### config.mk
export PLATFORM = sky130hd
export DESIGN_NAME = sfrc_mod
export DESIGN_NICKNAME = d
export VERILOG_FILES = /design/src/rtl/sfrc_pkg.sv /design/src/rtl/sfrc_mod.sv
export SDC_FILE = /design/constraint.sdc
export NUM_CORES = 1
export LEC_CHECK = 0
export ABC_CLOCK_PERIOD_IN_PS = 4000
export BUFFER_PORTS_ARGS = -buffer_cell sky130_fd_sc_hd__buf_4
export CAP_MARGIN = 25
export CORE_ASPECT_RATIO = 0.9
export CORE_MARGIN = 10
export CORE_UTILIZATION = 56
export DETAILED_ROUTE_END_ITERATION = 6
export GPL_TIMING_DRIVEN = 0
export HOLD_SLACK_MARGIN = 0.12
export PLACE_DENSITY = 0.74
export SLEW_MARGIN = 20
export SYNTH_ARGS = -nofsm -noshare
export SYNTH_HDL_FRONTEND = slang
export SYNTH_SLANG_ARGS = --single-unit
### constraint.sdc
create_clock -name clk -period 4 [get_ports clk]
set_input_delay 0.4 -clock clk [delete_from_list [all_inputs] [get_ports clk]]
set_output_delay 0.4 -clock clk [all_outputs]
set_load 0.01 [all_outputs]
### src/rtl/sfrc_pkg.sv
// shared constants and types for the square-free range counter
// no dependencies; imported by sfrc_mod and square_free_range_count
`default_nettype none

package sfrc_pkg;

    // default sizes handed down from the top level
    localparam int VALUE_BITS_DEF  = 20;
    localparam int SIEVE_DEPTH_DEF = 1024;
    localparam int PRIME_SLOTS_DEF = 256;

    // status of the remainder unit back to the sequencer
    typedef struct packed {
        logic done;   // one-cycle pulse, remainder ready
        logic zero;   // remainder is zero
    } mod_res_t;

endpackage

`default_nettype wire

### src/rtl/sfrc_mod.sv
// iterative remainder unit, one dividend bit per cycle (restoring)
// depends on sfrc_pkg for the status struct
`default_nettype none

module sfrc_mod
    import sfrc_pkg::*;
#(
    parameter int VALUE_BITS = VALUE_BITS_DEF
) (
    input  wire logic                  clk,
    input  wire logic                  rst_n,
    input  wire logic                  start,
    input  wire logic [VALUE_BITS-1:0] dividend,
    input  wire logic [VALUE_BITS-1:0] divisor,
    output mod_res_t                   res
);

    localparam int STEP_W = $clog2(VALUE_BITS);

    logic                  busy_reg, busy_next;
    logic [STEP_W-1:0]     step_reg, step_next;
    logic [VALUE_BITS-1:0] dvd_reg, dvd_next;
    logic [VALUE_BITS-1:0] dvs_reg, dvs_next;
    logic [VALUE_BITS-1:0] rem_reg, rem_next;
    mod_res_t              res_reg, res_next;

    logic [VALUE_BITS:0]   trial;
    logic [VALUE_BITS:0]   diff;
    logic [VALUE_BITS-1:0] rem_step;

    // shift in the next dividend bit, subtract when it fits
    assign trial    = {rem_reg, dvd_reg[VALUE_BITS-1]};
    assign diff     = trial - {1'b0, dvs_reg};
    assign rem_step = (trial >= {1'b0, dvs_reg}) ? diff[VALUE_BITS-1:0]
                                                 : trial[VALUE_BITS-1:0];

    always_comb
    begin
        busy_next     = busy_reg;
        step_next     = step_reg;
        dvd_next      = dvd_reg;
        dvs_next      = dvs_reg;
        rem_next      = rem_reg;
        res_next.done = 1'b0;
        res_next.zero = res_reg.zero;
        if (start)
        begin
            busy_next = 1'b1;
            step_next = '0;
            dvd_next  = dividend;
            dvs_next  = divisor;
            rem_next  = '0;
        end
        else if (busy_reg)
        begin
            rem_next  = rem_step;
            dvd_next  = {dvd_reg[VALUE_BITS-2:0], 1'b0};
            step_next = step_reg + STEP_W'(1);
            if (step_reg == STEP_W'(VALUE_BITS - 1))
            begin
                busy_next     = 1'b0;
                res_next.done = 1'b1;
                res_next.zero = (rem_step == '0);
            end
        end
    end

    always_ff @(posedge clk or negedge rst_n)
    begin
        if (!rst_n)
        begin
            busy_reg <= 1'b0;
            step_reg <= '0;
            res_reg  <= '0;
        end
        else
        begin
            busy_reg <= busy_next;
            step_reg <= step_next;
            res_reg  <= res_next;
        end
    end

    always_ff @(posedge clk)
    begin
        dvd_reg <= dvd_next;
        dvs_reg <= dvs_next;
        rem_reg <= rem_next;
    end

    assign res = res_reg;

endmodule

`default_nettype wire
==> flow_metrics.py, run 1 <==
metrics = {
    "logic_synthesis": {
        "synth_area_leaders": "edfxtp_1 31%, dfxtp_1 10%, ha_1 6.8%, mux2_2 6.2%, dfrtp_1 5.2%",
        "synth-seq-cells": 68,
        "synth_commonest_cells": "40 x edfxtp_1, 37 x nor2_1, 27 x inv_1, 21 x ha_1, 21 x mux2_2",
        "ys_seq_area_frac": 0.469,
        "postSynthNetCount": 429,
        "yosysTopAreaCellShare": 0.313,
        "synth_warnings": 0,
        "synth_flop_cell": "edfxtp_1",
        "avgSynthCellArea_sq_um": 10.6,
        "async_flop_share": 0.118,
        "synth.most_common_cell": "edfxtp_1",
        "yosysTopAreaCell": "edfxtp_1",
        "netlist_area_sq_um": 3840,
        "netlist_instances": 364,
        "synth-edff-count": 40,
        "synth_cell_types": 54,
    },
    "critical_path": {
        "cp.required_ns": 4.26,
        "slowest_stage": "or4b_1",
        "cp_top_family": "simple AND/OR/NAND/NOR gates",
        "path_buf_inv": 2,
        "crit_path_frequent_cell": "inv_1",
        "crit_cells": 13,
        "cp_slowest_stage_delay_ns": 0.48,
        "endpoint_kind": "flip-flop",
        "start_kind": "flip-flop",
        "cp_cell_sequence": "inv_1 -> ha_1 -> inv_1 -> fa_1 -> a21oi_1 -> nor2b_1 -> nor2_1 -> o221ai_1 -> xor2_1 -> or4b_1 -> or4_1 -> a221o_1 -> o31ai_2",
        "reg2reg_depth": 13,
        "path_class": "flip-flop to flip-flop",
        "arrival_ns": 3.87,
        "cp_max_fo": 3,
    },
    "clocking": {
        "h-tree-depth": 3,
        "cts_buffer_depth": 2,
        "cts.sinks": 68,
        "insertion_delay_ns": 0.35,
        "numCtsBuffers": 9,
        "cts_root_buf": "clkbuf_8",
        "cts.clk_slew.worst_paths_ns": 0.08,
        "cts_tree": "yes",
        "cts_resized": 0,
    },
    "sta": {
        "fmax_mhz": 277,
        "setup_tns_ns": 0,
        "post-route-min-period_ns": 3.61,
        "skew_ns": 0.0104,
        "tightest_slew_ns": 0.576,
        "finalMaxSlewViolations": 0,
        "final_hold_viol_count": 0,
        "slew-limit-headroom": 0.616,
        "rsz0062_at_grt": "false",
        "fin_crit_sh": 0.902,
        "setup_violations": 0,
    },
    "grt": {
        "met1_usage": 0.220,
        "met2_usage": 0.275,
        "grt_max_degree": 24,
        "grt_pass1_wl_mm": 14.6,
        "overflow": 0,
        "track_usage": 0.170,
        "antenna_found_initial": 0,
        "grt_pass1_vias": 3010,
        "busiest_layer": "met2",
        "grtUsageMet3": 0.0410,
    },
    "min_path": {
        "hold_path_class": "input port to flip-flop",
        "min_path_cells": 1,
    },
    "pwr": {
        "p_leak_nw": 2.01,
        "vdd_drop_max_mv": 0.385,
        "p_total_mw": 2.48,
        "p_per_area_nw_per_um2": 547,
    },
    "floorplanning": {
        "io_pins": 45,
        "die-area_sq_um": 10600,
        "row_count": 28,
        "start_util": 0.580,
        "fp.dieH_um": 98.6,
        "die_w_um": 107,
        "coreArea_sq_um": 6620,
    },
    "final_layout": {
        "final_nets": 485,
        "stdcell_count": 515,
        "syn_to_final_growth_pct": 18.0,
        "fin_area_sq_um": 4530,
        "layout-drive-gt1-share": 0.228,
        "n_antenna_cell": 0,
    },
    "outcome": {
        "outcome": "finished clean",
    },
    "detailed_routing": {
        "routedWlPerCell_um": 17.0,
        "via_per_inst": 5.77,
        "vias": 2970,
        "drtIter0Drc": 173,
        "drt_wl_total_mm": 8.76,
        "dr.pass1.iters": 5,
        "antenna_left": 0,
        "route.detailed.drc": 0,
    },
    "placed_design": {
        "port-buffer-count": 44,
        "dp_cells": 498,
        "dpl_cell_area_sq_um": 4290,
        "hpwl_mm": 6.55,
        "place.gp.congestion": 0.834,
    },
    "job": {
        "maxCapViolCount": 0,
    },
}
## stage by stage
step	hold WS, ns	setup WS (ns)	util
final	0.224	0.390	0.685
after global placement	0.220	0.535	0.647
after floorplan	0.104	0.865	-
after detailed placement	0.222	0.434	0.647
after global routing	0.214	0.311	0.685
after CTS	0.213	0.415	0.685
## cells in the final DEF (no fill, tap or decap), drive strengths merged, types with 4 or more instances in the layout
cell and count:
buf 50, edfxtp 40, nor2 37, inv 28, mux2 21, ha 21, a21oi 21, dfxtp 20
nand2 20, clkbuf 20, a211oi 16, mux2i 14, xor2 13, nor3 10, xnor2 9, o21ai 9
dfrtp 8, a21o 7, nand4 6, nand3 5, or4 4, o31ai 4
## layer usage
metal  vias up  wire [um]
li1       1448          -
met1      1435       3940
met2        74       4300
met3        13        401
met4         0        112
met5         -          0
## path summary, 6_finish.rpt
check / from / endpoint / slack [ns]
max: dvd_reg[19]$_DFFE_PP_ / res[0]$_DFFE_PN0P_ / 0.39
min: divisor[17] / dvs_reg[17]$_DFFE_PP_ / 0.22
max reg2reg: dvd_reg[19]$_DFFE_PP_ / res[0]$_DFFE_PN0P_ / 0.39
min reg2reg: res[0]$_DFFE_PN0P_ / res[0]$_DFFE_PN0P_ / 0.51
max in group asynchronous: rst_n / res[1]$_DFF_PN0_ / 3.48
min in group asynchronous: rst_n / step_reg[4]$_DFFE_PN0P_ / 0.40
## worst register-to-register path: stages, from the launching register on
cell and delay (ns):
edfxtp_1 0.45, inv_1 0.09, ha_1 0.19, inv_1 0.07, fa_1 0.41, a21oi_1 0.26
nor2b_1 0.09, nor2_1 0.20, o221ai_1 0.16, xor2_1 0.18, or4b_1 0.48, or4_1 0.44
a221o_1 0.36, o31ai_2 0.17
## report_power, final
| group | leakage (nW) | internal [mW] | switching (mW) |
|---|---|---|---|
| clock | 0.116 | 0.368 | 0.281 |
| sequential | 0.673 | 0.844 | 0.0913 |
| combinational | 1.22 | 0.390 | 0.505 |
## layout make-up
type	count	area, sq um
buffer	15	63.8
multi-input combinational	254	1880
inverter	27	101
clock buffer	11	174
sequential	68	1800
timing repair buffer	45	340
tap	90	113
clock inverter	5	63.8
fill	507	2090
## cell families (layout without fill, tap and decap cells)
group                    Yosys count  after routing  share of synthesized area
buffers and inverters             42            103                     0.0430
flip-flops                        68             68                      0.469
XOR/XNOR                          22             22                     0.0501
AND/OR/NAND/NOR                  101            101                      0.133
AO/OA/AOI/OAI                     74             74                      0.133
multiplexers                      35             35                     0.0980
adder cells (fa/ha/maj)           22             22                     0.0736
## timing repair
item                       in CTS  in global routing
setup endpoints to repair       0                  0
hold endpoints to repair        8                  0
hold buffers                    1                  0
setup buffers                   0                  0
(Power assumes the default switching activity.)
==> inputs of run 2 (changes only) <==
Settings changed: REMOVE_ABC_BUFFERS set to 1.
==> run 2 against run 1 <==
Net effect: hold slack better by 0.0050 ns; final area down 2.0%; maximum frequency about the same; first-iteration DRC count down 20%; sequential share of layout area up 0.83 points; total power down 4.3%; clock skew down 0.0060 ns; clock power down 12%; flip-flop and latch count unchanged; cell count down 2.9%; critical path depth down 3; critical endpoint unchanged.
==> flow_metrics.py, run 2 (same netlist as run 1, synthesis figures left out) <==
metrics = {
    "sta": {
        "fmax_mhz": 277,
        "final_hold_viol_count": 0,
        "setup_violations": 0,
        "post-route-min-period_ns": 3.61,
        "skew_ns": 0.00439,
        "setup_ws_ns": 0.391,
        "fin_crit_sh": 0.902,
        "setup_tns_ns": 0,
        "rsz0062_at_grt": "false",
        "finalMaxSlewViolations": 0,
        "slew-limit-headroom": 0.453,
        "tightest_slew_ns": 0.818,
    },
    "critical_path": {
        "cp_cell_sequence": "ha_1 -> nor2b_1 -> o2111ai_1 -> a21oi_1 -> nor3_2 -> a31oi_1 -> nor2_4 -> mux2_2 -> a221o_1 -> o31ai_2",
        "path_buf_inv": 0,
        "arrival_ns": 3.86,
        "cp_max_fo": 27,
        "rr_startpoint": "rem_reg[0]$_SDFFE_PP0P_",
        "cp_top_family": "simple AND/OR/NAND/NOR gates",
        "cp.required_ns": 4.25,
        "cp-startpoint": "rem_reg[0]$_SDFFE_PP0P_",
        "start_kind": "flip-flop",
        "slowest_stage": "nor2_4",
        "path_class": "flip-flop to flip-flop",
        "endpoint_kind": "flip-flop",
        "cp_slowest_stage_delay_ns": 0.68,
    },
    "detailed_routing": {
        "antenna_left": 0,
        "routedWlPerCell_um": 15.6,
        "vias": 2796,
        "dr.pass1.iters": 4,
        "drtIter0Drc": 139,
        "drt_wl_total_mm": 7.80,
        "via_per_inst": 5.59,
        "route.detailed.drc": 0,
    },
    "clocking": {
        "cts.sinks": 68,
        "cts_tree": "yes",
        "cts_root_buf": "clkbuf_8",
        "h-tree-depth": 3,
        "cts_buffer_depth": 2,
        "cts.clk_slew.worst_paths_ns": 0.07,
        "insertion_delay_ns": 0.34,
        "numCtsBuffers": 9,
    },
    "floorplanning": {
        "io_pins": 45,
        "row_count": 28,
        "fp.dieH_um": 98.6,
        "die_w_um": 107,
        "start_util": 0.580,
        "die-area_sq_um": 10600,
        "coreArea_sq_um": 6620,
    },
    "final_layout": {
        "fin_area_sq_um": 4440,
        "layout_common_cells": "44 x buf_4, 40 x edfxtp_1, 36 x nor2_1, 27 x inv_1",
        "syn_to_final_growth_pct": 15.6,
        "layout-drive-gt1-share": 0.229,
        "final_nets": 470,
        "utilization": 0.671,
        "final_common_cell": "buf_4",
        "n_antenna_cell": 0,
    },
    "pwr": {
        "vdd_drop_max_mv": 0.337,
        "p_total_mw": 2.37,
        "p_leak_nw": 1.96,
        "p_per_area_nw_per_um2": 534,
    },
    "grt": {
        "overflow": 0,
        "grt_pass1_vias": 2811,
        "track_usage": 0.153,
        "grt_pass1_wl_mm": 13.3,
        "grt_max_degree": 69,
        "antenna_found_initial": 0,
    },
    "placed_design": {
        "place.gp.congestion": 0.869,
        "dpl_cell_area_sq_um": 4230,
        "hpwl_mm": 5.57,
        "post-place-ws_ns": 0.447,
        "port-buffer-count": 44,
    },
    "min_path": {
        "min-delay-start": "divisor[5]",
        "hold_path_class": "input port to flip-flop",
    },
    "outcome": {
        "outcome": "finished clean",
    },
    "job": {
        "maxCapViolCount": 0,
    },
}
==> run 2: cell count changes in the layout (fill, tap and decap cells not counted), sizes merged <==
cell,previous run,this run
buf,50,44
clkbuf,20,11
clkinv,2,1
clkinvlp,1,3
inv,28,27
==> run 2: stage by stage <==
stage / hold slack, ns / instances
final: 0.229 / 500
after global routing: 0.206 / 500
after CTS: 0.216 / 500
after detailed placement: 0.223 / 483
after global placement: 0.221 / 483
after floorplan: 0.104 / 349
==> run 2: layer usage <==
metal,up-vias,routed length [um],GRT usage
li1,1419,-,-
met2,70,3500,0.231
met4,0,81,0.0431
met1,1296,3700,0.200
met5,-,0,0
met3,11,512,0.0573
==> run 2: repair_timing <==
item	CTS	global route
resized for setup	0	0
hold buffers	1	0
endpoints found under the hold margin	8	0
buffers inserted	0	0
==> run 2: path summary, 6_finish.rpt <==
path | cells after the start | slack (ns) | to
max | 10 | 0.39 | res[0]$_DFFE_PN0P_
min | 1 | 0.23 | dvs_reg[5]$_DFFE_PP_
max reg2reg | 10 | 0.39 | res[0]$_DFFE_PN0P_
min reg2reg | 2 | 0.51 | rem_reg[18]$_SDFFE_PP0P_
max in group asynchronous | 2 | 3.46 | busy_reg$_DFF_PN0_
min in group asynchronous | 2 | 0.41 | step_reg[3]$_DFFE_PN0P_
==> run 2: report_power, final <==
part / switching, mW / internal [mW]
registers: 0.0782 / 0.844
logic: 0.493 / 0.384
clock network: 0.267 / 0.306
==> run 2: final cells by class <==
type | instances | area [sq um]
clock inverter | 5 | 61.3
fill | 528 | 2180
multi-input combinational | 254 | 1880
clock buffer | 11 | 141
sequential | 68 | 1800
timing repair buffer | 45 | 340
inverter | 27 | 101
tap | 90 | 113
