==> config.mk <==
export PLATFORM = sky130hd
export DESIGN_NAME = sfrc_ram
export DESIGN_NICKNAME = d
export VERILOG_FILES = /design/src/rtl/sfrc_ram.sv
export SDC_FILE = /design/constraint.sdc
export NUM_CORES = 1
export LEC_CHECK = 0
export BUFFER_PORTS_ARGS = -buffer_cell sky130_fd_sc_hd__buf_4
export CAP_MARGIN = 40
export CORE_MARGIN = 8
export CORE_UTILIZATION = 59
export DETAILED_ROUTE_END_ITERATION = 8
export PLACE_DENSITY = 0.8
export SYNTH_ARGS = -nofsm -noshare
export SYNTH_HDL_FRONTEND = slang
export SYNTH_SLANG_ARGS = --single-unit
==> constraint.sdc <==
create_clock -name clk -period 3.4 [get_ports clk]
set_input_delay 0.34 -clock clk [delete_from_list [all_inputs] [get_ports clk]]
set_output_delay 0.34 -clock clk [all_outputs]
set_load 0.05 [all_outputs]
==> src/rtl/sfrc_ram.sv <==
// generic simple dual-port ram, one write and one registered read port
// no dependencies
`default_nettype none

module sfrc_ram #(
    parameter int WIDTH = 8,
    parameter int DEPTH = 16
) (
    input  wire logic                     clk,
    input  wire logic                     we,
    input  wire logic [$clog2(DEPTH)-1:0] waddr,
    input  wire logic [WIDTH-1:0]         wdata,
    input  wire logic [$clog2(DEPTH)-1:0] raddr,
    output logic      [WIDTH-1:0]         rdata
);

    logic [WIDTH-1:0] mem [DEPTH];

    always_ff @(posedge clk)
    begin
        if (we)
        begin
            mem[waddr] <= wdata;
        end
        rdata <= mem[raddr];
    end

endmodule

`default_nettype wire

==> flow_summary.ini, run 1 <==
[timing]
max_freq_ghz = 0.659
rsz0062_at_grt = no
setup_viol = 0
drv_slew = 0
period_needed_ns = 1.52
hold_viol = 0
slew_headroom = 0.375
tns_ns = 0
finalCritPeriodShare = 0.446
tightestPinTransition_ns = 0.934
fin_worst_skew_ns = 0.00956

[clocking]
cts_tree = built
post-cts-setup-buffers = 0
cts_buffers = 17
cts_resized = 0
clk_transition_reported_paths_ns = 0.06
clk_latency_ns = 0.51
root_buffer = clkbuf_8
holdBufCountCts = 0
clock_sinks = 136
h-tree-depth = 4
clock_path_buffers = 2

[detailed_routing]
drt-initial-drc-count = 193
wl_per_cell_um = 24.5
vias = 2408
routed_via_density = 6.21
firstDrtPassIters = 5
detail-route-antenna-nets = 0
routed_wl_um = 9500
remaining_drc_errors = 0

[grt]
met3_usage = 0.0404
grt_use_met2 = 0.277
grt_overflow_total = 0
grt_pass1_wl_um = 14500
grt_pass1_vias = 2536
antenna_found_initial = 0
track_usage = 0.172
use_met1 = 0.219
grt.busiest_layer = met2
grt_max_degree = 33

[setup_path]
cpPeakStageDelay_ns = 0.67
cp.required_ns = 3.53
cp-start-kind = input pin
crit_family = simple AND/OR/NAND/NOR gates
end_kind = register
arrival_ns = 1.65
worstReg2RegStart = mem[5][0]
crit_slowest_cell = nor2_1
critPathBufInv = 1
crit_start = waddr[2]
crit_type = in2reg
path_cells = buf_4, or3b_2, nor2_1
path_max_fanout = 8

[finish]
syn_to_final_growth_pct = 16.0
nets = 285
layout-drive-gt1-share = 0.286
nFillCells = 533
n_antenna_cell = 0
final_cell_area_mm2 = 0.00597

[placement]
place_hpwl_um = 5860
portBuffers = 25
placed_area_mm2 = 0.00541
gp_congestion = 0.736

[floorplan]
rows = 34
initial_core_util = 0.599
io_pins = 26
die_w_um = 109
die_h_um = 109
design.core.area_mm2 = 0.00859
die-area_mm2 = 0.0120

[hold_path]
hold_start = wdata[4]
hold_class = in2reg

[logic_synthesis]
synth_cell_type_count = 19
synth_seq_cells = 136
syn_inst = 229
synth_warnings = 0
syn_nets = 247
syn_area_mm2 = 0.00515
yosysSeqAreaShare = 0.778
avgSynthCellArea_um2 = 22.5

[power_and_ir_drop]
cellLeakagePower_nw = 1.99
irDropWorstVdd_mv = 0.371
p_per_area_mw_per_mm2 = 632

[status]
status = finished clean

[job]
drv_cap = 0
==> metrics by stage <==
| stage | utilization | power, mW | std cells | hold slack, ns | setup slack, ns |
|---|---|---|---|---|---|
| finish | 0.695 | 3.77 | 388 | 0.133 | 1.88 |
| global route | 0.695 | 3.87 | 388 | 0.130 | 1.82 |
| CTS | 0.695 | 3.79 | 388 | 0.117 | 1.86 |
| detailed placement | 0.630 | 2.13 | 356 | 0.652 | 1.29 |
| global placement | 0.629 | 2.13 | 355 | 0.640 | 1.37 |
| floorplan | - | 2.05 | 229 | 0.439 | 1.57 |
==> layout by cell type, fill, tap and decap left out, types with 6 or more instances in the layout <==
| cell type | instances |
|---|---|
| mux4_2 | 18 |
| clkbuf_16 | 16 |
| edfxtp_1 | 128 |
| nor2_1 | 13 |
| buf_4 | 29 |
| a22oi_1 | 16 |
| mux4_1 | 14 |
| clkinvlp_4 | 6 |
| nand2_1 | 9 |
| dfxtp_1 | 8 |
==> state kept, by name, indices dropped and copies added (netlist names) <==
signal	cells
mem	128
rdata	8
==> synth_stat cells <==
master	n	area [um^2]
edfxtp_1	128	3840
mux4_2	18	405
a22oi_1	16	120
mux4_1	14	368
nor2_1	13	48.8
nand2_1	9	33.8
dfxtp_1	8	160
nor3_1	4	20.0
buf_2	3	15.0
buf_6	3	33.8
clkdlybuf4s25_2	3	30.0
nand2b_1	2	12.5
nand3b_1	2	15.0
and2_1	1	6.26
and2b_1	1	7.51
buf_4	1	7.51
nand3_1	1	5.00
nor2b_1	1	6.26
or3b_2	1	8.76
==> cell families (layout without fill, tap and decap cells) <==
logic type	count (synthesis)	count (layout)	synth area share
flops	136	136	0.778
mux	32	32	0.150
simple gates	35	35	0.0318
compound gates	16	16	0.0233
buf+inv	10	61	0.0168
==> where the power goes <==
group / internal [mW] / total, mW / switching (mW)
Clock: 0.979 / 1.68 / 0.696
Sequential: 1.87 / 1.89 / 0.0126
Combinational: 0.0797 / 0.212 / 0.132
Total: 2.93 / 3.77 / 0.841
==> area by class of cell <==
cell class	instances	area, um^2	share of cell area
well taps	108	135	0.0226
flip-flops and latches	136	4000	0.671
clock inverters	15	141	0.0237
multi-input cells	83	1060	0.177
clock buffers	17	414	0.0694
repair buffers	29	218	0.0365
==> path summary, 6_finish.rpt <==
kind | to | slack [ns] | cells past startpoint
max | mem[3][5] | 1.88 | 3
min | mem[0][4] | 0.13 | 1
max reg2reg | rdata[0] | 2.01 | 3
min reg2reg | rdata[2] | 0.67 | 3
==> per-layer routing <==
metal | part of all wire | wire length, um
met3 | 0.065 | 614
met1 | 0.41 | 3930
met4 | 0.0092 | 87
met5 | 0 | 0
met2 | 0.51 | 4860
==> worst register-to-register path: cells and delay by family (launching register included) <==
family           cells  cell delay, ns
AO/OA/AOI/OAI        1            0.24
flip-flops           1            0.36
multiplexers         1            0.57
AND/OR/NAND/NOR      1            0.10
Note: power is estimated with default switching activity, not from simulation.
==> inputs of run 2 (changes only) <==
==> constraint.sdc (replaced) <==
create_clock -name clk -period 1.57 [get_ports clk]
set_input_delay 0.157 -clock clk [delete_from_list [all_inputs] [get_ports clk]]
set_output_delay 0.157 -clock clk [all_outputs]
set_load 0.05 [all_outputs]
==> run 2 against run 1 <==
  * Power increased by 120%
  * Clock skew is 0.00094 ns lower
  * First-iteration DRC count rose by 20%
  * Register-to-register slack worse by 1.8 ns
  * Final cell count grew 7.7%
  * Setup slack lost 1.7 ns
  * Global-route usage is 1.2 points higher
  * Utilization grew 3.3 points
  * Die area unchanged
  * Sequential power grew 120%
  * Critical endpoint is now rdata[0]
  * Largest cell class unchanged
==> flow_summary.ini, run 2 (same netlist as run 1, synthesis figures left out) <==
[status]
status = finished clean

[grt]
grt_max_degree = 17
track_usage = 0.184
antenna_found_initial = 0
use_met1 = 0.218
grt_overflow_total = 0
met3_usage = 0.0551
grt_pass1_vias = 2725
grt_pass1_wl_um = 15300
grt_use_met2 = 0.301
grt.busiest_layer = met2

[setup_path]
rr_endpoint = rdata[0]
worstReg2RegStart = mem[2][0]
end_kind = register
crit_type = reg2reg
path_max_fanout = 1
arrival_ns = 1.80
cp.required_ns = 1.96
r2r_slack_ns = 0.17
reg2reg_depth = 3
cp-start-kind = register

[power_and_ir_drop]
irDropWorstVdd_mv = 1.01
finalPower_mw = 8.25
cellLeakagePower_nw = 2.16
p_per_area_mw_per_mm2 = 1320
power_frac_comb = 0.062
p_sw_mw = 1.74
switching_share = 0.211
p_int_mw = 6.51
p_clk_frac = 0.442
p_seq_frac = 0.495

[finish]
reg_top3 = mem (128), rdata (8)
nets = 315
final_common_cell = edfxtp_1
layout_common_cells = edfxtp_1, buf_4, mux4_2
largest_reg_flops = 128
top_register = mem
syn_to_final_growth_pct = 21.5
n_antenna_cell = 0
layout-drive-gt1-share = 0.316

[job]
drv_cap = 0

[clocking]
clock_path_buffers = 2
clk_transition_reported_paths_ns = 0.06
clock_sinks = 136
post-cts-setup-buffers = 0
cts_buffers = 17
root_buffer = clkbuf_8
clk_latency_ns = 0.52
cts_tree = built
h-tree-depth = 4
cts_resized = 0

[detailed_routing]
firstDrtPassIters = 4
remaining_drc_errors = 0
detail-route-antenna-nets = 0
vias = 2554
routed_via_density = 6.11
routed_wl_um = 10000
drt-initial-drc-count = 232
wl_per_cell_um = 24.0

[floorplan]
die_w_um = 109
design.core.area_mm2 = 0.00859
die-area_mm2 = 0.0120
die_h_um = 109
rows = 34
io_pins = 26
initial_core_util = 0.599

[timing]
slew_headroom = 0.766
period_needed_ns = 1.40
hold_viol = 0
max_freq_ghz = 0.713
holdWs_ns = 0.171
tns_ns = 0
setup_viol = 0
drv_slew = 0
finalCritPeriodShare = 0.894
fin_worst_skew_ns = 0.00861
rsz0062_at_grt = no
tightestPinTransition_ns = 0.351

[placement]
gp_congestion = 0.715
portBuffers = 25
place_hpwl_um = 6170

[hold_path]
min_to = mem[4][1]
whs_path_depth = 3
hold_class = in2reg
hold_start = waddr[0]
## run 2: cell types whose count changed in the layout (fill, tap and decap cells not counted)
cell	previous run	this run
clkinv_2	1	2
clkinv_1	0	4
bufinv_16	1	2
buf_4	29	48
buf_12	0	3
dlygate4sd3_1	0	8
inv_6	5	0
clkinvlp_4	6	3
nor3_2	0	1
clkinv_4	2	3
clkbuf_1	0	1
nor3_1	4	3
## run 2: repair_timing
item | CTS | global route
setup endpoints to repair | 0 | 0
endpoints found under the hold margin | 128 | 0
hold buffers | 8 | 0
## run 2: layout make-up
cell class                 instances  area, um^2
sequential                       136        4000
fill                             510        2340
multi-input combinational         83        1060
timing repair buffer              59         500
clock buffer                      18         418
tap                              108         135
clock inverter                    14         134
## run 2: worst max-delay path, cell delays in order, from the launching register on
cell and delay, ns:
edfxtp_1 0.39, mux4_1 0.53, a22oi_1 0.28, nand2_1 0.09
## run 2: routing by layer
layer  wire length, um  part of all wire
met2              5220              0.52
met3               720             0.072
met5                 0                 0
met1              3910              0.39
met4               188             0.019
## run 2: power groups by stage
stage	combinational, mW	sequential, mW	clock (mW)
final	0.516	4.09	3.65
after global routing	0.549	4.09	3.87
after CTS	0.521	4.09	3.72
after detailed placement	0.498	4.16	0
after global placement	0.489	4.15	0
after floorplan	0.206	4.24	0
## run 2: worst max path at each step
stage              start        end  slack (ns)
2_1_floorplan   waddr[2]  mem[3][0]        0.15
3_3_place_gp    raddr[0]   rdata[3]       -0.06
6_report       mem[2][0]   rdata[0]        0.17
3_5_place_dp    raddr[0]   rdata[3]       -0.05
4_1_cts        mem[1][3]   rdata[3]        0.16
5_1_grt        mem[2][0]   rdata[0]        0.11
## run 2: through the flow
stage | instance area (um^2) | utilization | instances | setup WS (ns)
after floorplan | 5150 | - | 229 | 0.147
after global placement | 5620 | 0.654 | 378 | -0.0608
after detailed placement | 5620 | 0.654 | 378 | -0.0544
after CTS | 6250 | 0.728 | 418 | 0.157
after global routing | 6250 | 0.728 | 418 | 0.110
final | 6250 | 0.728 | 418 | 0.167
==> inputs of run 3 (changes only) <==
--- a/config.mk
+++ b/config.mk
@@ -8,9 +8,9 @@
 export BUFFER_PORTS_ARGS = -buffer_cell sky130_fd_sc_hd__buf_4
 export CAP_MARGIN = 40
 export CORE_MARGIN = 8
-export CORE_UTILIZATION = 59
+export CORE_UTILIZATION = 47
 export DETAILED_ROUTE_END_ITERATION = 8
-export PLACE_DENSITY = 0.8
+export PLACE_DENSITY = 0.75
 export SYNTH_ARGS = -nofsm -noshare
 export SYNTH_HDL_FRONTEND = slang
 export SYNTH_SLANG_ARGS = --single-unit
==> constraint.sdc (replaced) <==
create_clock -name clk -period 1.57 [get_ports clk]
set_input_delay 0.2355 -clock clk [delete_from_list [all_inputs] [get_ports clk]]
set_output_delay 0.2355 -clock clk [all_outputs]
set_load 0.05 [all_outputs]
==> run 3 against run 2 <==
  * Combinational power decreased by 3%
  * Power is 4.4% higher
  * Flip-flop and latch count stayed put
  * Die area is 22% higher
  * Sequential power about the same
  * Highest routed layer unchanged
==> flow_summary.ini, run 3 (same netlist as run 1, synthesis figures left out) <==
[grt]
grt_overflow_total = 0
track_usage = 0.152
grt_pass1_wl_um = 15700
grt_max_degree = 19
grt_pass1_vias = 2600
antenna_found_initial = 0

[clocking]
clk_latency_ns = 0.52
clk_transition_reported_paths_ns = 0.06
root_buffer = clkbuf_8
cts_tree = built
h-tree-depth = 4
clock_path_buffers = 2
cts_buffers = 17
clock_sinks = 136

[power_and_ir_drop]
p_clk_frac = 0.468
irDropWorstVdd_mv = 0.682
switching_share = 0.201
p_per_area_mw_per_mm2 = 1370
p_seq_frac = 0.474
cellLeakagePower_nw = 2.15
p_sw_mw = 1.74
p_int_mw = 6.88
power_frac_comb = 0.058

[finish]
reg_top3 = mem (128), rdata (8)
layout-drive-gt1-share = 0.319
syn_to_final_growth_pct = 21.8
final_cell_area_mm2 = 0.00627
nets = 303
final_common_cell = edfxtp_1
layout_common_cells = edfxtp_1, buf_4, mux4_2
top_register = mem
n_antenna_cell = 0
largest_reg_flops = 128

[setup_path]
arrival_ns = 1.78
path_max_fanout = 1
crit_type = reg2reg
cp.required_ns = 1.96
cpPeakStageDelay_ns = 0.49
path_cells = mux4_1, a22oi_1, nand2_1
cp-start-kind = register
end_kind = register
crit_slowest_cell = mux4_1

[floorplan]
initial_core_util = 0.479
rows = 38
die_w_um = 121
design.core.area_mm2 = 0.0107
die-area_mm2 = 0.0146
io_pins = 26
die_h_um = 121

[detailed_routing]
remaining_drc_errors = 0
routed_wl_um = 10200
vias = 2443
drt-initial-drc-count = 213
routed_via_density = 5.58
firstDrtPassIters = 5
wl_per_cell_um = 23.2
detail-route-antenna-nets = 0

[status]
status = finished clean

[timing]
setup_viol = 0
worst_slack_ns = 0.178
tns_ns = 0
finalCritPeriodShare = 0.887
hold_viol = 0
fin_worst_skew_ns = 0.00990
max_freq_ghz = 0.718
drv_slew = 0
slew_headroom = 0.495
rsz0062_at_grt = no
period_needed_ns = 1.39
tightestPinTransition_ns = 0.757

[placement]
place_ws_ns = -0.0854
gp_congestion = 0.737
placed_area_mm2 = 0.00565
portBuffers = 25
place_hpwl_um = 6460

[job]
drv_cap = 0

[hold_path]
hold_class = in2reg
-- run 3: changes by cell type in the layout (fill, tap and decap cells not counted), moves of 2 or more --
cell,previous run,this run
clkinv_1,4,1
dlygate4sd3_1,8,1
buf_4,48,41
buf_12,3,5
bufinv_16,2,4
-- run 3: layout make-up --
class / count / area, um^2
clock inverter: 12 / 175
timing repair buffer: 47 / 418
clock buffer: 20 / 435
tap: 140 / 175
fill: 759 / 4480
multi-input combinational: 83 / 1060
sequential: 136 / 4000
-- run 3: worst max-delay path, delay by kind of cell (launching register included) --
kind	cells	cell delay, ns
AO/OA/AOI/OAI	1	0.29
flip-flops	1	0.38
multiplexers	1	0.49
AND/OR/NAND/NOR	1	0.10
-- run 3: power groups by stage --
| stage | logic, mW | registers (mW) | clock network [mW] |
|---|---|---|---|
| 2_1_floorplan | 0.206 | 4.24 | 0 |
| 3_3_place_gp | 0.490 | 4.16 | 0 |
| 3_5_place_dp | 0.501 | 4.16 | 0 |
| 4_1_cts | 0.508 | 4.09 | 4.09 |
| 5_1_grt | 0.533 | 4.09 | 4.26 |
| 6_report | 0.500 | 4.09 | 4.03 |
-- run 3: metal layers --
metal	wire (um)	track usage
met1	4120	0.174
met2	5400	0.253
met4	169	0.0710
met3	482	0.0508
met5	0	0
-- run 3: what timing repair did --
item	4_1_cts	5_1_grt
buffers inserted	0	0
resized for setup	0	0
endpoints found under the hold margin	7	0
hold buffers	1	0
-- run 3: worst paths after layout --
kind	cells after the start	slack, ns	endpoint	startpoint
setup / recovery	3	0.18	rdata[2]	mem[8][2]
setup reg to reg	3	0.18	rdata[2]	mem[8][2]
hold reg to reg	3	0.67	rdata[3]	mem[13][3]
hold / removal	1	0.03	mem[8][7]	wdata[7]
-- run 3: metrics by stage --
stage	total power [mW]	std cells	util	hold slack, ns
after global placement	4.65	405	0.526	0.533
after global routing	8.88	438	0.583	0.0154
after detailed placement	4.67	405	0.526	0.547
after floorplan	4.44	229	-	0.334
after CTS	8.68	438	0.583	0.00521
final	8.62	438	0.583	0.0276
